[src/rtl/dfr_pkg.sv]
// dfr_pkg: types and constants shared by the decimating FIR blocks.
// Register indexes, field widths, controller/datapath command and status.
// No dependencies.
package dfr_pkg;

  // Field and arithmetic widths
  localparam int SAMPLE_W   = 16;
  localparam int COEF_W     = 16;
  localparam int PROD_W     = 32;
  localparam int ACC_W      = 36;   // 16 products of 31 bits plus sign
  localparam int FRAC_W     = 14;   // Q2.14 coefficients
  localparam int POS_W      = 11;
  localparam int CFG_IDX_W  = 3;
  localparam int CFG_DATA_W = 64;
  localparam int LEN_CFG_W  = 13;
  localparam int TAPS_CFG_W = 5;
  localparam int COEF_WORDS = 4;

  // Register indexes
  localparam logic [CFG_IDX_W-1:0] REG_LINE_LENGTH = 3'd0;
  localparam logic [CFG_IDX_W-1:0] REG_TAP_COUNT   = 3'd1;
  localparam logic [CFG_IDX_W-1:0] REG_COEFF_0     = 3'd2;
  localparam logic [CFG_IDX_W-1:0] REG_COEFF_1     = 3'd3;
  localparam logic [CFG_IDX_W-1:0] REG_COEFF_2     = 3'd4;
  localparam logic [CFG_IDX_W-1:0] REG_COEFF_3     = 3'd5;

  // Register reset values and limits
  localparam logic [LEN_CFG_W-1:0]  LINE_LENGTH_RST = 13'd64;
  localparam logic [LEN_CFG_W-1:0]  LINE_LENGTH_MIN = 13'd8;
  localparam logic [TAPS_CFG_W-1:0] TAP_COUNT_RST   = 5'd16;

  // Commands from controller to datapath
  typedef struct packed {
    logic             wr;     // store the incoming sample
    logic             latch;  // latch line length and tap count
    logic             clr;    // clear accumulator
    logic             issue;  // start one tap through the MAC pipe
    logic             load;   // load result into output register
    logic             last;   // result is the last of the line
    logic [POS_W-1:0] pos;    // output index within the line
  } dfr_cmd_t;

  // Status from datapath to controller
  typedef struct packed {
    logic busy;      // MAC pipe holds taps in flight
    logic out_free;  // output register can take a result this cycle
  } dfr_sts_t;

endpackage

[src/rtl/dfr_ctrl.sv]
// dfr_ctrl: sequencer for the decimating FIR. Counts samples and outputs,
// decides when an output is ready and steps the MAC through the taps.
// Depends on dfr_pkg.
module dfr_ctrl import dfr_pkg::*; #(
  parameter int LINE_MAX = 4096,
  parameter int MAX_TAPS = 16,
  localparam int LW = $clog2(LINE_MAX + 1),
  localparam int AW = $clog2(LINE_MAX),
  localparam int TW = $clog2(MAX_TAPS + 1),
  localparam int SW = LW + 2,
  localparam int OW = $clog2((LINE_MAX + 1) / 2 + 1)
) (
  input  logic                 clk,
  input  logic                 rst_n,
  input  logic                 in_valid,
  output logic                 in_stall,
  input  dfr_sts_t             sts,
  input  logic [LW-1:0]        lat_len,
  input  logic [TW-1:0]        lat_taps,
  output dfr_cmd_t             cmd,
  output logic [TW-1:0]        tap_idx,
  output logic signed [SW-1:0] rd_pos,
  output logic [AW-1:0]        wr_addr
);

  localparam logic [2:0] S_IDLE  = 3'd0;
  localparam logic [2:0] S_CHECK = 3'd1;
  localparam logic [2:0] S_MAC   = 3'd2;
  localparam logic [2:0] S_DRAIN = 3'd3;
  localparam logic [2:0] S_DONE  = 3'd4;

  localparam logic signed [SW-1:0] ONE_S = SW'(1);

  logic [2:0]    state_r, state_nxt;
  logic [LW-1:0] seen_r, seen_nxt;
  logic [OW-1:0] nout_r, nout_nxt;
  logic [TW-1:0] k_r, k_nxt;

  // Line geometry for the current output
  logic [TW-1:0]        half;
  logic [OW-1:0]        count;
  logic signed [SW-1:0] base, need, seen_s;
  logic                 at_end, more;

  always_comb begin
    half   = lat_taps >> 1;
    count  = OW'(((LW+1)'(lat_len) + (LW+1)'(1)) >> 1);
    base   = $signed(SW'({nout_r, 1'b0})) - $signed(SW'(half));
    need   = base + $signed(SW'(lat_taps)) - ONE_S;
    seen_s = $signed(SW'(seen_r));
    at_end = (seen_r >= lat_len);
    more   = (nout_r < count) && (at_end || (need < seen_s));
  end

  assign rd_pos  = base + $signed(SW'(k_r));
  assign tap_idx = k_r;
  assign wr_addr = seen_r[AW-1:0];

  // Next state and commands
  always_comb begin
    state_nxt = state_r;
    seen_nxt  = seen_r;
    nout_nxt  = nout_r;
    k_nxt     = k_r;
    cmd       = '0;
    cmd.pos   = POS_W'(nout_r);
    cmd.last  = ((OW+1)'(nout_r) + (OW+1)'(1)) == (OW+1)'(count);
    in_stall  = (state_r != S_IDLE);
    case (state_r)
      S_IDLE: begin
        if (in_valid) begin
          cmd.wr    = 1'b1;
          cmd.latch = (seen_r == '0);
          seen_nxt  = seen_r + LW'(1);
          state_nxt = S_CHECK;
        end
      end
      S_CHECK: begin
        if (more) begin
          cmd.clr   = 1'b1;
          k_nxt     = '0;
          state_nxt = S_MAC;
        end else begin
          if (at_end) begin
            seen_nxt = '0;
            nout_nxt = '0;
          end
          state_nxt = S_IDLE;
        end
      end
      S_MAC: begin
        cmd.issue = 1'b1;
        k_nxt     = k_r + TW'(1);
        if (k_r == lat_taps - TW'(1)) state_nxt = S_DRAIN;
      end
      S_DRAIN: begin
        if (!sts.busy) state_nxt = S_DONE;
      end
      S_DONE: begin
        if (sts.out_free) begin
          cmd.load  = 1'b1;
          nout_nxt  = nout_r + OW'(1);
          state_nxt = S_CHECK;
        end
      end
      default: state_nxt = S_IDLE;
    endcase
  end

  always_ff @(posedge clk) begin
    if (!rst_n) begin
      state_r <= S_IDLE;
      seen_r  <= '0;
      nout_r  <= '0;
      k_r     <= '0;
    end else begin
      state_r <= state_nxt;
      seen_r  <= seen_nxt;
      nout_r  <= nout_nxt;
      k_r     <= k_nxt;
    end
  end

endmodule

[config.mk]
export PLATFORM = sky130hd
export DESIGN_NAME = dfr_ctrl
export DESIGN_NICKNAME = d
export VERILOG_FILES = /design/src/rtl/dfr_pkg.sv /design/src/rtl/dfr_ctrl.sv
export SDC_FILE = /design/constraint.sdc
export NUM_CORES = 1
export LEC_CHECK = 0
export BUFFER_PORTS_ARGS = -buffer_cell sky130_fd_sc_hd__buf_2
export CAP_MARGIN = 40
export CORE_MARGIN = 2
export CORE_UTILIZATION = 40
export DETAILED_ROUTE_END_ITERATION = 6
export GPL_TIMING_DRIVEN = 0
export PLACE_DENSITY = 0.68
export SLEW_MARGIN = 20
export SYNTH_ARGS = -nofsm -noshare
export SYNTH_HDL_FRONTEND = slang
export SYNTH_SLANG_ARGS = --single-unit
[constraint.sdc]
create_clock -name clk -period 9.8 [get_ports clk]
set_input_delay 0.98 -clock clk [delete_from_list [all_inputs] [get_ports clk]]
set_output_delay 0.98 -clock clk [all_outputs]
set_load 0.005 [all_outputs]
# --- Word level (Yosys, flattened, before mapping) ---
# Cells that the tools add are included.
classes:
  n_eq_ne: 13
  n_reduce_logical: 12
  n_mux: 23
  n_lt_le_gt_ge: 3
  n_addsub: 10
ops:
  columns: ["cell", "count"]
  rows:
  - ["13-bit two-way mux", 3]
  - ["12-bit two-way mux", 3]
  - ["14-bit by 6-bit adder with 15-bit output", 2]
  - ["13-bit by 1-bit adder with 13-bit output (second input constant)", 2]
  - ["13-bit case mux with 2 select lines", 1]
  - ["12-bit case mux with 2 select lines", 1]
  - ["15-bit by 14-bit < comparator with 1-bit output", 1]
  - ["3-bit case mux with 5 select lines", 1]
  - ["15-bit by 2-bit subtractor with 15-bit output (second input constant)", 1]
  - ["2-bit != test (second input constant)", 7]
  - ["13-bit by 4-bit subtractor with 14-bit output", 1]
  - ["12-bit by 1-bit adder with 13-bit output (second input constant)", 1]
  - ["13-bit by 12-bit equality test with 1-bit output", 1]
  - ["13-bit >= comparator", 1]
  - ["13-bit zero test", 1]
  - ["12-bit by 1-bit adder with 12-bit output (second input constant)", 1]
  - ["12-bit < comparator", 1]
  - ["3-bit two-way mux", 4]
  - ["4-bit AND reduction", 3]
  - ["5-bit case mux with 2 select lines", 1]
  - ["3-bit by 2-bit equality test with 1-bit output (second input constant)", 2]
  - ["2-bit two-way mux", 3]
  - ["2-bit nonzero test", 3]
  - ["5-bit by 1-bit adder with 5-bit output (second input constant)", 1]
  - ["other kinds (11)", 15]
totals:
  regBits: 33
  out_inout_bits: 50
  wordCells: 65

# --- Depth between registers and ports, before layout ---
logic_depth:
  ltp_word: 8
  depth_mapped: 24

# --- Worst setup path before layout ---
# OpenSTA, ideal clock, no wires.
synth_path:
  path_kind: "input-to-output"
  start: "input lat_taps[2]"
  end: "output cmd[14] (netlist name)"
  t_required_ps: 8820
  path_buffers: 0
  slack_ps: 4117
  t_arrival_ps: 4703
  stages: 22
  path_cell_list: "inv_1 ha_1 nor2b_1 o31a_1 a21oi_1 inv_1 ha_1 inv_1 ha_1 a211oi_1 nor2_1 o31a_1 o21ai_0 nor2b_1 xnor2_1 ha_1 o21ai_0 nor2_1 nor3_1 o21ai_0 nor3_1 a21o_2"
synth_lines:
  columns: ["element", "line", "rtl"]
  rows:
  - ["start: declaration", "dfr_ctrl.sv:19", "input logic [TW-1:0] lat_taps,"]
  - ["end: declaration", "dfr_ctrl.sv:20", "output dfr_cmd_t cmd,"]

==> results by group <==
Status
  • Status: finished clean

Power
  • Sequential share of power: 27.3%
  • Clk network pwr share: 35.5%
  • Int Pwr: 0.000352 W
  • Switching part of the total power: 33.7%
  • Combinational Power Share: 37.2%
  • PwrDens: 99.0 nW/um^2
  • Net switching power figure: 0.000179 W
  • VDD IR-drop max: 0.0815 mV
  • Leakage: 2.55 nW

Finish
  • Most frequent cells in the layout: ha_1, buf_2, inv_1
  • Multi-input gate area: 3510 um^2
  • Ant. Diodes: 0
  • Layout area overhead: 15.3%
  • Register area: 661 um^2
  • FILL cells: 1,151
  • Most common cell after layout, fill and taps aside: ha_1
  • Final nets: 793
  • Share of layout cells above drive strength 1: 17.3%

STA
  • Slew margin rel.: 40.8%
  • Final Setup Violations: 0
  • Clk_skew: 0.0111 ns
  • Fmax: 0.150 GHz
  • Min Tclk post-route: 6.68 ns
  • Post-Route Setup TNS: 0 ns
  • Hold Vio Cnt, Final: 0
  • Worst Tran Pin Value: 0.879 ns
  • Final Max Slew Viols: 0
  • WHS: 0.542 ns
  • RSZ-0062 raised after global routing: false
  • Final period util: 68.1%

Die
  • Die area: 12,500 um^2
  • Die Ht: 112 um
  • I/O pin count: 73
  • Rows: 39
  • Core area: 11,400 um^2
  • Initial core utilization: 40.9%
  • Die Width: 112 um

Clock network
  • H-tree depth: 2
  • CTS resizes: 0
  • CTS Hold Buffers Added: 0
  • Root buffer cell: clkbuf_16
  • Sink Count: 33
  • Buffer count from post-CTS setup fixing: 0
  • Clk buf depth: 2
  • Clk Latency, worst-skew pair: 0.29 ns
  • TritonCTS Buffers: 5
  • CTS tree: done
  • Clk pin slew, worst setup/hold paths: 0.06 ns

Routing
  • Average wire per standard cell: 14.9 um
  • DR DRC count: 0
  • Via count: 4,549
  • Antenna violation net count after detailed routing: 0
  • Initial DRC Count: 272
  • DR pass1 iterations: 5
  • Vias/cell: 5.44
  • Final wirelength: 12.5 mm

Logic synthesis
  • Register area share after synthesis: 14.2%
  • Yosys reg bits: 33
  • Post-Syn Area: 4660 um^2
  • Warnings, synthesis: 0
  • Cells after synthesis: 613
  • Mean Syn Cell Area: 7.59 um^2
  • Synth async-reset ratio: 0%
  • EDFF count, synth: 0
  • Syn_nets: 714
  • Netlist cell types: 63
  • Top_reg_cell synth: dfxtp_1

GRT
  • Met1 Use GR: 26.1%
  • Largest net degree at the start of global routing: 11
  • Global routing usage on met2: 34.7%
  • Initial antenna violation count: 0
  • Total grt overflow: 0
  • Global routing usage on met3: 2.56%
  • Vias in the first global route: 4,515
  • Total track usage: 20.0%
  • First-pass GRT wire length: 20.8 mm
  • Most crowded layer after global routing: met2

Place
  • Post-DP HPWL: 10.2 mm
  • Routability congestion estimate from global placement: 0.929
  • I/O Buffers: 72

Setup path
  • Critical Path End Type: output pin
  • Crit path DAT: 5.70 ns
  • Crit path max fanout: 6
  • Startpoint class of the critical path: input pin
  • CP Class: input pin to output pin
  • WP data required: 8.82 ns

Worst hold path
  • Hold Path Class: flip-flop to flip-flop

Run
  • Number of max-cap violations: 0
routing by layer:
layer | up-vias | part of all wire, %
li1 | 2286 | -
met1 | 2116 | 46
met2 | 130 | 47
met3 | 17 | 4.8
met4 | 0 | 1.9
met5 | - | 0
power by group through the flow:
stage	logic [W]	clock network, W	registers (W)
3_5_place_dp	0.000195	0	0.000148
4_1_cts	0.000198	0.000191	0.000145
6_report	0.000198	0.000189	0.000145
3_3_place_gp	0.000189	0	0.000148
5_1_grt	0.000225	0.000196	0.000146
2_1_floorplan	0.000140	0	0.000146
layout make-up:
cell class | count | area share [%]
clock inverter | 1 | 0.559
buffer | 40 | 4.59
multi-input combinational | 477 | 65.4
inverter | 63 | 4.41
sequential | 33 | 12.3
clock buffer | 7 | 2.66
tap | 143 | 3.33
timing repair buffer | 72 | 6.71
worst paths after layout:
check,from,to,slack [ns],cells past startpoint
worst max-delay path,lat_taps[2],cmd[14],3.12,24
worst min-delay path,tap_idx[4]$_SDFFE_PN0P_,tap_idx[4]$_SDFFE_PN0P_,0.54,1
worst max register to register,nout_r[0]$_SDFFE_PN0P_,tap_idx[3]$_SDFFE_PN0P_,4.68,22
worst min register to register,tap_idx[4]$_SDFFE_PN0P_,tap_idx[4]$_SDFFE_PN0P_,0.54,1
synthesized netlist by cell type, drive strengths merged, types with 3 or more instances:
library cell | instances | share of area, %
nor2 | 56 | 4.5
o21bai | 7 | 1.1
nand3 | 27 | 2.9
nor2b | 7 | 0.94
fa | 3 | 1.3
or3 | 4 | 0.65
o21a | 10 | 1.6
nor4 | 6 | 0.81
nand2b | 3 | 0.40
a311oi | 3 | 0.56
o21ai | 23 | 2.5
a2bb2oi | 3 | 0.56
nand2 | 32 | 2.6
and3 | 11 | 1.5
buf | 26 | 4.2
dfxtp | 33 | 14
inv | 62 | 5.0
o211ai | 5 | 0.81
a21o | 6 | 0.99
nand4 | 10 | 1.3
nor3 | 18 | 1.9
clkbuf | 14 | 1.1
ha | 75 | 20
a21oi | 37 | 4.0
a31oi | 4 | 0.54
a211o | 4 | 0.78
a21boi | 3 | 0.56
xor2 | 18 | 3.4
o31a | 3 | 0.56
a211oi | 10 | 1.7
xnor2 | 60 | 11
worst max-delay path, cell delays in order:
cell and delay, ns:
buf_2 0.12, inv_1 0.19, ha_1 0.28, nor2b_1 0.17, o31a_1 0.32, a21oi_1 0.22, inv_1 0.08, ha_1 0.27
inv_1 0.04, ha_1 0.35, a211oi_1 0.26, nor2_1 0.11, o31a_1 0.26, o21ai_0 0.13, nor2b_1 0.31, xnor2_1 0.20
ha_1 0.29, o21ai_0 0.16, nor2_1 0.06, nor3_1 0.12, o21ai_0 0.12, nor3_1 0.33, a21o_2 0.22, buf_2 0.11
through the flow:
stage / total power (W) / worst slack [ns] / instance area [um^2] / utilization [%] / cells
after floorplan: 0.000286 / 4.12 / 4660 / - / 613
after global placement: 0.000337 / 3.21 / 5190 / 45.7 / 828
after detailed placement: 0.000343 / 3.13 / 5190 / 45.7 / 828
after CTS: 0.000534 / 3.10 / 5370 / 47.2 / 836
after global routing: 0.000567 / 2.73 / 5370 / 47.2 / 836
final: 0.000532 / 3.12 / 5370 / 47.2 / 836
flip-flops by register name (all words and copies together), names as in the netlist:
name,cells
tap_idx,5
nout_r,12
state_r,3
seen_r,13
cells by family (layout without fill, tap and decap cells):
family	Yosys count	in the layout	synth area share (%)
and+or+nand+nor	192	192	20.8
buffers and inverters	103	183	10.4
adders and majority gates	78	78	21.4
DFF	33	33	14.2
AOI/OAI and AO/OA	129	129	18.5
xor gates and xnor gates	78	78	14.7
(Power assumes the default switching activity.)
